### src/sv/fol_pkg.sv
package fol_pkg;

   localparam int MAX_FRAMES = 16;
   localparam int PAGE_BITS  = 20;
   localparam int CNT_W      = 32;
   localparam int SLOT_W     = (MAX_FRAMES > 1) ? $clog2(MAX_FRAMES) : 1;
   localparam int COUNT_W    = $clog2(MAX_FRAMES + 1);
   localparam int CSR_W      = 5;

   localparam logic OP_ACCESS = 1'b0;
   localparam logic OP_CLEAR  = 1'b1;

   localparam logic CSR_LRU_MODE = 1'b0;
   localparam logic CSR_FRAMES   = 1'b1;

   localparam logic [CNT_W-1:0] CNT_MAX = '1;

   // running search record handed from cell to cell
   typedef struct packed {
      logic              hit;
      logic [SLOT_W-1:0] hit_slot;
      logic              empty;
      logic [SLOT_W-1:0] empty_slot;
      logic              min_valid;
      logic [CNT_W-1:0]  min_step;
      logic [SLOT_W-1:0] min_slot;
   } scan_type;

   // update broadcast from the controller to every cell
   typedef struct packed {
      logic                 clr;
      logic                 wr;
      logic                 set_page;
      logic [SLOT_W-1:0]    slot;
      logic [PAGE_BITS-1:0] page;
      logic [CNT_W-1:0]     step;
   } upd_type;

   function automatic logic [CNT_W-1:0] sat_inc(input logic [CNT_W-1:0] v);
      return (v == CNT_MAX) ? v : v + 1'b1;
   endfunction

endpackage

### src/sv/fol_cell.sv
module fol_cell (
   input  logic                          clock,
   input  logic                          reset,
   input  logic [fol_pkg::SLOT_W-1:0]    cell_idx,
   input  logic [fol_pkg::COUNT_W-1:0]   n_active,
   input  logic [fol_pkg::PAGE_BITS-1:0] key_page,
   input  fol_pkg::scan_type             scan_in,
   output fol_pkg::scan_type             scan_out,
   input  fol_pkg::upd_type              upd,
   output logic [fol_pkg::PAGE_BITS-1:0] page_out,
   output logic                          full_out
);
   import fol_pkg::*;

   logic [PAGE_BITS-1:0] page_ff;
   logic                 full_ff;
   logic [CNT_W-1:0]     last_use_ff;
   scan_type             scan_ff;
   scan_type             scan_in_rec;
   logic                 active;

   assign active = COUNT_W'(cell_idx) < n_active;

   always_comb begin
      scan_in_rec = scan_in;
      if (active) begin
         if (full_ff && (page_ff == key_page) && !scan_in.hit) begin
            scan_in_rec.hit      = 1'b1;
            scan_in_rec.hit_slot = cell_idx;
         end
         if (!full_ff && !scan_in.empty) begin
            scan_in_rec.empty      = 1'b1;
            scan_in_rec.empty_slot = cell_idx;
         end
         // strict less keeps the lowest index on ties
         if (!scan_in.min_valid || (last_use_ff < scan_in.min_step)) begin
            scan_in_rec.min_valid = 1'b1;
            scan_in_rec.min_step  = last_use_ff;
            scan_in_rec.min_slot  = cell_idx;
         end
      end
   end

   always_ff @(posedge clock) begin
      scan_ff <= scan_in_rec;
   end

   always_ff @(posedge clock) begin
      if (reset || upd.clr) begin
         page_ff     <= '0;
         full_ff     <= 1'b0;
         last_use_ff <= '0;
      end else if (upd.wr && (upd.slot == cell_idx)) begin
         last_use_ff <= upd.step;
         if (upd.set_page) begin
            page_ff <= upd.page;
            full_ff <= 1'b1;
         end
      end
   end

   assign scan_out = scan_ff;
   assign page_out = page_ff;
   assign full_out = full_ff;

endmodule

### src/sv/fifo_or_lru_page_replacement.sv
// channel  direction  ports
// req      in         req_valid, req_ready, req_opcode, req_page_number
// rsp      out        rsp_valid, rsp_ready, rsp_was_hit ... rsp_fault_total
// csr      in         csr_we, csr_index, csr_wdata
//
// an access latches the page, lets the search record ripple through the row of frame
// cells, then decides and writes the chosen frame; a clear skips the ripple and goes
// straight from the latch to the decide step
// one item is in flight at a time; the next is taken while a result beat waits
// in the output register, and the decide cycle holds until that register frees
// reset empties every frame, zeroes the counters and sets FIFO mode, 3 frames
module fifo_or_lru_page_replacement (
   input  logic                          clock,
   input  logic                          reset,
   input  logic                          req_valid,
   output logic                          req_ready,
   input  logic                          req_opcode,
   input  logic [fol_pkg::PAGE_BITS-1:0] req_page_number,
   output logic                          rsp_valid,
   input  logic                          rsp_ready,
   output logic                          rsp_was_hit,
   output logic [3:0]                    rsp_frame_slot,
   output logic                          rsp_evict_valid,
   output logic [fol_pkg::PAGE_BITS-1:0] rsp_evicted_page,
   output logic [fol_pkg::CNT_W-1:0]     rsp_step_number,
   output logic [fol_pkg::CNT_W-1:0]     rsp_hit_total,
   output logic [fol_pkg::CNT_W-1:0]     rsp_fault_total,
   input  logic                          csr_we,
   input  logic                          csr_index,
   input  logic [fol_pkg::CSR_W-1:0]     csr_wdata
);
   import fol_pkg::*;

   typedef enum logic [1:0] {ST_IDLE, ST_SCAN, ST_DECIDE} state_type;

   state_type            state_ff;
   logic [COUNT_W-1:0]   cnt_ff;
   logic                 op_ff;
   logic [PAGE_BITS-1:0] key_ff;
   logic                 lru_mode_ff;
   logic [CSR_W-1:0]     frames_ff;
   logic [SLOT_W-1:0]    fifo_ptr_ff;
   logic [SLOT_W-1:0]    fifo_ptr_in;
   logic [CNT_W-1:0]     acc_ff;
   logic [CNT_W-1:0]     hit_ff;
   logic [CNT_W-1:0]     fault_ff;
   logic [CNT_W-1:0]     acc_in;

   logic                 rsp_valid_ff;
   logic                 was_hit_ff;
   logic [3:0]           slot_ff;
   logic                 evict_ff;
   logic [PAGE_BITS-1:0] evicted_ff;
   logic [CNT_W-1:0]     step_ff;
   logic [CNT_W-1:0]     hit_tot_ff;
   logic [CNT_W-1:0]     fault_tot_ff;

   logic [COUNT_W-1:0]   n_active;
   scan_type             scan_chain [MAX_FRAMES+1];
   logic [PAGE_BITS-1:0] cell_page [MAX_FRAMES];
   logic                 cell_full [MAX_FRAMES];
   upd_type              upd;
   logic                 out_free;
   logic                 go;
   scan_type             rec;
   logic [SLOT_W-1:0]    slot;
   logic [SLOT_W-1:0]    fifo_slot;
   logic                 evict;

   always_comb begin
      if (frames_ff == '0) begin
         n_active = COUNT_W'(1);
      end else if (32'(frames_ff) > MAX_FRAMES) begin
         n_active = COUNT_W'(MAX_FRAMES);
      end else begin
         n_active = COUNT_W'(frames_ff);
      end
   end

   assign scan_chain[0] = '0;

   for (genvar g = 0; g < MAX_FRAMES; g++) begin : g_cell
      fol_cell u_cell (
         .clock    (clock),
         .reset    (reset),
         .cell_idx (SLOT_W'(g)),
         .n_active (n_active),
         .key_page (key_ff),
         .scan_in  (scan_chain[g]),
         .scan_out (scan_chain[g+1]),
         .upd      (upd),
         .page_out (cell_page[g]),
         .full_out (cell_full[g])
      );
   end

   assign out_free  = !rsp_valid_ff || rsp_ready;
   assign go        = (state_ff == ST_DECIDE) && out_free;
   assign req_ready = (state_ff == ST_IDLE);
   assign rec       = scan_chain[MAX_FRAMES];
   assign acc_in    = sat_inc(acc_ff);

   always_comb begin
      // a pointer left beyond a shrunk frame count restarts at frame 0
      fifo_slot = (COUNT_W'(fifo_ptr_ff) >= n_active) ? '0 : fifo_ptr_ff;
      fifo_ptr_in = ((COUNT_W'(fifo_slot) + 1'b1) >= n_active) ? '0 : fifo_slot + 1'b1;
      if (rec.hit) begin
         slot = rec.hit_slot;
      end else if (lru_mode_ff) begin
         slot = rec.empty ? rec.empty_slot : rec.min_slot;
      end else begin
         slot = fifo_slot;
      end
      evict = !rec.hit && cell_full[slot];
   end

   always_comb begin
      upd          = '0;
      upd.clr      = go && (op_ff == OP_CLEAR);
      upd.wr       = go && (op_ff == OP_ACCESS);
      upd.set_page = !rec.hit;
      upd.slot     = slot;
      upd.page     = key_ff;
      upd.step     = acc_in;
   end

   always_ff @(posedge clock) begin
      if (reset) begin
         lru_mode_ff <= 1'b0;
         frames_ff   <= CSR_W'(3);
      end else if (csr_we) begin
         unique case (csr_index)
            CSR_LRU_MODE: lru_mode_ff <= csr_wdata[0];
            CSR_FRAMES:   frames_ff   <= csr_wdata;
            default:      ;
         endcase
      end
   end

   always_ff @(posedge clock) begin
      if (reset) begin
         state_ff     <= ST_IDLE;
         cnt_ff       <= '0;
         rsp_valid_ff <= 1'b0;
         fifo_ptr_ff  <= '0;
         acc_ff       <= '0;
         hit_ff       <= '0;
         fault_ff     <= '0;
      end else begin
         if (rsp_valid_ff && rsp_ready && !go) begin
            rsp_valid_ff <= 1'b0;
         end
         unique case (state_ff)
            ST_IDLE: begin
               if (req_valid) begin
                  op_ff    <= req_opcode;
                  key_ff   <= req_page_number;
                  cnt_ff   <= '0;
                  state_ff <= (req_opcode == OP_CLEAR) ? ST_DECIDE : ST_SCAN;
               end
            end
            ST_SCAN: begin
               cnt_ff <= cnt_ff + 1'b1;
               if (cnt_ff == COUNT_W'(MAX_FRAMES - 1)) begin
                  state_ff <= ST_DECIDE;
               end
            end
            ST_DECIDE: begin
               if (out_free) begin
                  rsp_valid_ff <= 1'b1;
                  state_ff     <= ST_IDLE;
                  if (op_ff == OP_CLEAR) begin
                     fifo_ptr_ff  <= '0;
                     acc_ff       <= '0;
                     hit_ff       <= '0;
                     fault_ff     <= '0;
                     was_hit_ff   <= 1'b0;
                     slot_ff      <= '0;
                     evict_ff     <= 1'b0;
                     evicted_ff   <= '0;
                     step_ff      <= '0;
                     hit_tot_ff   <= '0;
                     fault_tot_ff <= '0;
                  end else begin
                     acc_ff       <= acc_in;
                     step_ff      <= acc_in;
                     was_hit_ff   <= rec.hit;
                     slot_ff      <= 4'(slot);
                     evict_ff     <= evict;
                     evicted_ff   <= evict ? cell_page[slot] : '0;
                     hit_tot_ff   <= rec.hit ? sat_inc(hit_ff) : hit_ff;
                     fault_tot_ff <= rec.hit ? fault_ff : sat_inc(fault_ff);
                     if (rec.hit) begin
                        hit_ff <= sat_inc(hit_ff);
                     end else begin
                        fault_ff <= sat_inc(fault_ff);
                        if (!lru_mode_ff) begin
                           fifo_ptr_ff <= fifo_ptr_in;
                        end
                     end
                  end
               end
            end
            default: state_ff <= ST_IDLE;
         endcase
      end
   end

   assign rsp_valid        = rsp_valid_ff;
   assign rsp_was_hit      = was_hit_ff;
   assign rsp_frame_slot   = slot_ff;
   assign rsp_evict_valid  = evict_ff;
   assign rsp_evicted_page = evicted_ff;
   assign rsp_step_number  = step_ff;
   assign rsp_hit_total    = hit_tot_ff;
   assign rsp_fault_total  = fault_tot_ff;

`ifndef SYNTH
   a_hit_no_evict: assert property (@(posedge clock) disable iff (reset)
      rsp_valid && rsp_was_hit |-> !rsp_evict_valid)
      else $error("hit beat reports an eviction");

   a_no_evict_zero: assert property (@(posedge clock) disable iff (reset)
      rsp_valid && !rsp_evict_valid |-> rsp_evicted_page == '0)
      else $error("evicted page nonzero without eviction");

   a_write_in_range: assert property (@(posedge clock) disable iff (reset)
      upd.wr |-> COUNT_W'(upd.slot) < n_active)
      else $error("frame write beyond active frames");

   a_decide_after_sweep: assert property (@(posedge clock) disable iff (reset)
      state_ff == ST_SCAN && cnt_ff == COUNT_W'(MAX_FRAMES - 1) |=> state_ff == ST_DECIDE)
      else $error("sweep did not end in decide");
`endif

endmodule

### config.mk
export PLATFORM = sky130hd
export DESIGN_NAME = fifo_or_lru_page_replacement
export DESIGN_NICKNAME = d
export VERILOG_FILES = /design/src/sv/fol_pkg.sv /design/src/sv/fol_cell.sv /design/src/sv/fifo_or_lru_page_replacement.sv
export SDC_FILE = /design/constraint.sdc
export NUM_CORES = 2
export LEC_CHECK = 0
export BUFFER_PORTS_ARGS = -buffer_cell sky130_fd_sc_hd__buf_2
export CAP_MARGIN = 30
export CORE_MARGIN = 3
export CORE_UTILIZATION = 45
export CTS_CLUSTER_SIZE = 12
export DETAILED_ROUTE_END_ITERATION = 10
export PLACE_DENSITY_LB_ADDON = 0.2
export SYNTH_ARGS = -nofsm -noshare
export SYNTH_HDL_FRONTEND = slang
export SYNTH_SLANG_ARGS = --single-unit
### constraint.sdc
create_clock -name clock -period 13.8 [get_ports clock]
set_input_delay 1.38 -clock clock [delete_from_list [all_inputs] [get_ports clock]]
set_output_delay 1.38 -clock clock [all_outputs]
set_load 0.02 [all_outputs]
## Yosys cells after proc, flatten, opt, wreduce, memory -nomap -nowiden

Index checks and enable logic that the tools add are counted.

- Add/subtract/negate cells: 6
- $lt $le $gt $ge: 35
- Equal/unequal tests: 42
- Mux-type cells: 97
- Bitwise operators: 6
- Reduce and logical (&&, ||, !) cells: 177

Operator list:

| operator | count |
|---|---|
| $mux 47 | 15 |
| $mux 37 | 16 |
| $lt 32x32->1 | 15 |
| $eq 20x20->1 | 16 |
| $mux 32 | 8 |
| $mux 5 | 35 |
| $add 32x1->32 const B | 3 |
| $eq 32x32->1 const B | 3 |
| $bmux 20 s4 | 1 |
| $logic_and 1x1->1 | 68 |
| $logic_not 1->1 | 63 |
| $lt 4x5->1 const A | 8 |
| $mux 20 | 2 |
| $reduce_and 2->1 | 20 |
| $eq 4x4->1 const B | 8 |
| $mux 4 | 8 |
| $lt 3x5->1 const A | 4 |
| $logic_or 1x1->1 | 17 |
| $eq 4x3->1 const B | 4 |
| $lt 1x5->1 const A | 2 |
| $lt 2x5->1 const A | 2 |
| $ne 2x2->1 const B | 5 |
| $pmux 5 s2 | 1 |
| $reduce_and 3->1 | 3 |
| 24 further kinds | 36 |

- Bits in registers: 1824
- Bits of input ports: 32
- Output and inout bits: 124
- Word-level logic and storage cells: 539

## Logic depth before layout (Yosys ltp)

- Depth in word-level cells: 14
- Depth in mapped cells: 19
- Depth with buffers taken out: 18

## By module

A second synthesis with hierarchy kept.

- Cell total of the unflattened synthesis: 9545
- Area total of the unflattened synthesis: 93532.2 sq um

By module, submodules not included:

| module | instances | cells each | area each (sq um) | sequential area each (sq um) |
|---|---|---|---|---|
| fol_cell (g_cell[0].u_cell ...) | 13 | 431 | 4663.2 | 2001.9 |
| fol_cell (g_cell[7].u_cell ...) | 3 | 686 | 5850.6 | 2001.9 |
| fifo_or_lru_page_replacement | 1 | 1884 | 15358.5 | 6576.3 |

## Worst setup path before layout

No wires, ideal clock.

- Path type: input to register
- Start: in rsp_ready
- End: reg hit_ff[2]
- Setup time: 78 ps
- Data arrival time: 7467 ps
- Required time: 13722 ps
- Setup slack: 6255 ps
- Stages on the path: 5
- Buffers on the path: 1
- Cell sequence: nand2b_1 -> nand2b_1 -> clkbuf_1 -> nor2_1 -> a22o_1

- Cells in the longest elaborated chain, start to end: 2

RTL lines:

| item | RTL line | RTL |
|---|---|---|
| start: declaration | fifo_or_lru_page_replacement.sv:20 | `input logic rsp_ready,` |
| $logic_or 1x1->1 | fifo_or_lru_page_replacement.sv:97 | `assign out_free = !rsp_valid_ff \|\| rsp_ready;` |
| $reduce_and 2->1 (no source line) | n/a |  |
| end signal: assignment | fifo_or_lru_page_replacement.sv:194 | `hit_ff <= sat_inc(hit_ff);` |
| end: declaration | fifo_or_lru_page_replacement.sv:45 | `logic [CNT_W-1:0] hit_ff;` |

No other way between the ends.
A chain may end at the register's enable or synchronous reset.

## Final worst setup path

- Start: reg frames_ff[4]
- End: reg g_cell[14].u_cell.last_use_ff[0]

- Cells in the longest elaborated chain, start to end: 9
- Elaborated cells between the ends (all ways): 10
- Classes of those cells: order compare: 2; eq/ne: 1; mux: 5; reduce/logical: 2

RTL lines:

| item | RTL line | RTL |
|---|---|---|
| start: declaration | fifo_or_lru_page_replacement.sv:41 | `logic [CSR_W-1:0] frames_ff;` |
| start signal: assignment | fifo_or_lru_page_replacement.sv:134 | `CSR_FRAMES: frames_ff <= csr_wdata;` |
| $gt 5x5->1 | fifo_or_lru_page_replacement.sv:73 | `end else if (32'(frames_ff) > MAX_FRAMES) begin` |
| $mux 5 | fifo_or_lru_page_replacement.sv:73 |  |
| $mux 5 * | fifo_or_lru_page_replacement.sv:71 | `if (frames_ff == '0) begin` |
| $ge 4x5->1 * | fifo_or_lru_page_replacement.sv:105 | `fifo_slot = (COUNT_W'(fifo_ptr_ff) >= n_active) ? '0 : fifo_ptr_ff;` |
| $mux 4 * | fifo_or_lru_page_replacement.sv:105 |  |
| $mux 4 * | fifo_or_lru_page_replacement.sv:109 | `end else if (lru_mode_ff) begin` |
| $mux 4 * | fifo_or_lru_page_replacement.sv:107 | `if (rec.hit) begin` |
| $eq 4x4->1 * | fol_cell.sv:53 | `end else if (upd.wr && (upd.slot == cell_idx)) begin` |
| $logic_and 1x1->1 * | fol_cell.sv:53 |  |
| end signal: assignment | fol_cell.sv:54 | `last_use_ff <= upd.step;` |
| end: declaration | fol_cell.sv:17 | `logic [CNT_W-1:0] last_use_ff;` |

Mark *: on every way between the ends. The rest lies on a longest branch, timed or not.

==> results.md <==
- Crit path DAT: 6050 ps
- # setup viols final: 0
- Die H: 441 um
- Synth Area in Adders: 7.04%
- DP Cell Count: 11700
- Clock sink count: 1779
- Fin nets: 9949
- Clock Skew: 37.1 ps
- Power Density: 133 nW/um^2
- Share of cells above drive strength 1: 12.0%
- Clock buffer count from CTS: 193
- Port buffer count: 155
- Fraction of synthesized area in multiplexers: 5.40%
- Status: complete, no violations
- Yosys top cell by area: dfxtp_1
- Post-synth EDFFs: 143
- Worst path bufs/invs: 6
- Synth Area in Compound Gates: 15.7%
- Cells on Worst Hold Path: 0
- Die area: 195000 um^2
- FFs w/ async S/R, synth: 0%
- CP Launch Type: flip-flop
- Row count: 159
- Iter 0 DRT Violations: 6853
- Initial DRT Pass Iterations: 9
- Top cells by area, synth: dfxtp_1, ha_1, edfxtp_1
- Vias in the first global route: 66600
- Initial antenna violation count: 11
- Yosys cell types: 81
- Max incr delay on CP: 630 ps
- Critical path's most frequent cell: buf_4
- Final WL: 273000 um
- Synthesis Warnings: 0
- RePlAce Congestion: 0.906
- Clock buffer depth: 3
- Largest family of logic cells by synthesized area: simple AND/OR/NAND/NOR gates
- Pin count of the biggest net entering global routing: 180
- Family with the most delay on the worst path: buffers and inverters
- Die width: 441 um
- CTS root buf: clkbuf_16
- Hold_ws: 345 ps
- I/O pin count: 156
- Met2 wire length: 126000 um
- Count leader, synth: dfxtp_1
- Hold_buf cts: 0
- Vias per cell: 5.84
- Met3 WL: 17800 um
- All-layer global routing usage: 27.3%
- DRC: 0
- Critical Path Sink Type: flip-flop
- Clk Latency, worst-skew pair: 840 ps
- Synth Flop Type: dfxtp_1
- CP Data Required Time: 14470 ps
- Register-to-Register Path Depth: 16
- Post-synthesis average cell area: 8.81 um^2
- DR top layer: met5
- Synth-to-layout area growth: 11.3%
- Worst Path Max Fanout: 80
- Pleak: 0.0343 uW
- Worst-path cell chain: buf_4 > clkinv_1 > nand2_1 > ha_1 > a21o_1 > a31oi_1 > o21a_4 > a21o_2 > buf_4 > buf_16 > nand2_1 > buf_8 > nor2_4 > buf_4 > mux2i_1 > nor2_1
- Final non-filler cell total: 12100
- Worst path depth: 16
- Core ar.: 188000 um^2
- H-Tree Depth: 4
- Register area share after synthesis: 43.4%
- Final period utilization: 39.0%
- First-pass GRT wire length: 413000 um
- Mapped Area: 85300 um^2
- Register-to-register setup slack: 8420 ps
- Reg clk slew, reported paths: 60 ps
- Metal1 wirelength: 116000 um
- Net Count, Synth: 10200
- Setup TNS: 0 ps
- Worst hold path class: flip-flop to flip-flop
- Fmax: 0.186 GHz
- Final hold viol count: 0
- Kind of critical path: flip-flop to flip-flop
- Via count: 70500
- Initial core utilization: 45.4%
- Simple logic cell fraction of the synthesized area: 18.3%
- Top cells by count, synth: dfxtp_1, nand2_1, nor2_1
- Syn Inst Count: 9678
- Worst-Margin Slew: 1140 ps
- Fin crit period: 5380 ps
- Post-CTS Repair Setup Buffers: 0
- Global route overflow: 0
- Final ANT Viol Nets: 0
- Area share of the largest cell type after synthesis: 38.4%
- Slowest CP cell: o21a_4
- Unrepaired setup endpoints after global routing: no
- Worst VDD drop: 0.187 mV
- Post-cts gate resize count: 0
- Slew Limit Fails: 0
- Synthesized flop and latch total: 1779
- XOR/XNOR Fraction of Synth Area: 4.45%
- Slew headroom: 23.3%
- CTS tree: built
- DP HPWL: 178000 um
- Routed WL per cell: 22.6 um
- Max-cap violation count: 0
==> power by group <==
group	switching [uW]	leakage (uW)	internal, uW	total [uW]
Clock	2170	0.00308	3010	5170
Combinational	1260	0.0166	616	1870
Sequential	129	0.0145	5430	5560
Total	3550	0.0343	9060	12600
==> layer usage <==
metal  GRT usage [%]  vias to the layer above
li1                -                    33600
met1            35.8                    33900
met2            44.4                     2455
met3            4.14                      593
met4            12.4                        4
met5               0                        -
==> cell families after synthesis <==
group,Yosys count
simple gates,3303
compound gates,2011
flops,1779
buf+inv,1269
fa+ha+maj,480
mux,424
xor+xnor,411
other cells,1
==> cells in the final DEF, fill, tap and decap left out, types with 164 or more instances in the layout <==
cell	count
a211oi_1	476
a21oi_1	448
a31oi_1	218
buf_4	164
clkbuf_16	197
dfxtp_1	1630
ha_1	480
inv_1	496
mux2_2	291
nand2_1	1005
nand3_1	470
nand4_1	274
nor2_1	869
o21ai_0	284
xnor2_1	230
==> final timing paths <==
kind	from	end
min	g_cell[0].u_cell.last_use_ff[10]	g_cell[0].u_cell.scan_out[14]
max reg2reg	frames_ff[4]	g_cell[14].u_cell.last_use_ff[0]
min reg2reg	g_cell[0].u_cell.last_use_ff[10]	g_cell[0].u_cell.scan_out[14]
max	frames_ff[4]	g_cell[14].u_cell.last_use_ff[0]
==> metrics by stage <==
stage / setup slack [ps] / utilization, % / total power [uW] / area (um^2)
2_1_floorplan: 6250 / - / 6850 / 85300
3_3_place_gp: 7790 / 47.0 / 7490 / 88300
3_5_place_dp: 8560 / 47.1 / 7520 / 88500
4_1_cts: 8520 / 50.4 / 12700 / 94800
5_1_grt: 8170 / 50.5 / 13100 / 94900
6_report: 8420 / 50.5 / 12600 / 94900
==> sequential cells by signal, summed over array words and instances, names as in the netlist, 32 cells and up <==
| signal | count |
|---|---|
| g_cell.u_cell.scan_out | 674 |
| g_cell.u_cell.last_use_ff | 512 |
| g_cell.u_cell.page_out | 320 |
| acc_ff | 32 |
| fault_ff | 32 |
| hit_ff | 32 |
| rsp_fault_total | 32 |
| rsp_hit_total | 32 |
| rsp_step_number | 32 |
==> final cells by class <==
| class | instances | area, um^2 |
|---|---|---|
| Fill cell | 17400 | 93100 |
| Multi-Input combinational cell | 6630 | 44200 |
| Sequential cell | 1779 | 37100 |
| Clock buffer | 282 | 5590 |
| Tap cell | 2495 | 3120 |
| Timing Repair Buffer | 336 | 2370 |
| Inverter | 497 | 1870 |
| Clock inverter | 63 | 703 |
| Antenna cell | 2 | 5.00 |
Power figures use the tool's default switching activity.
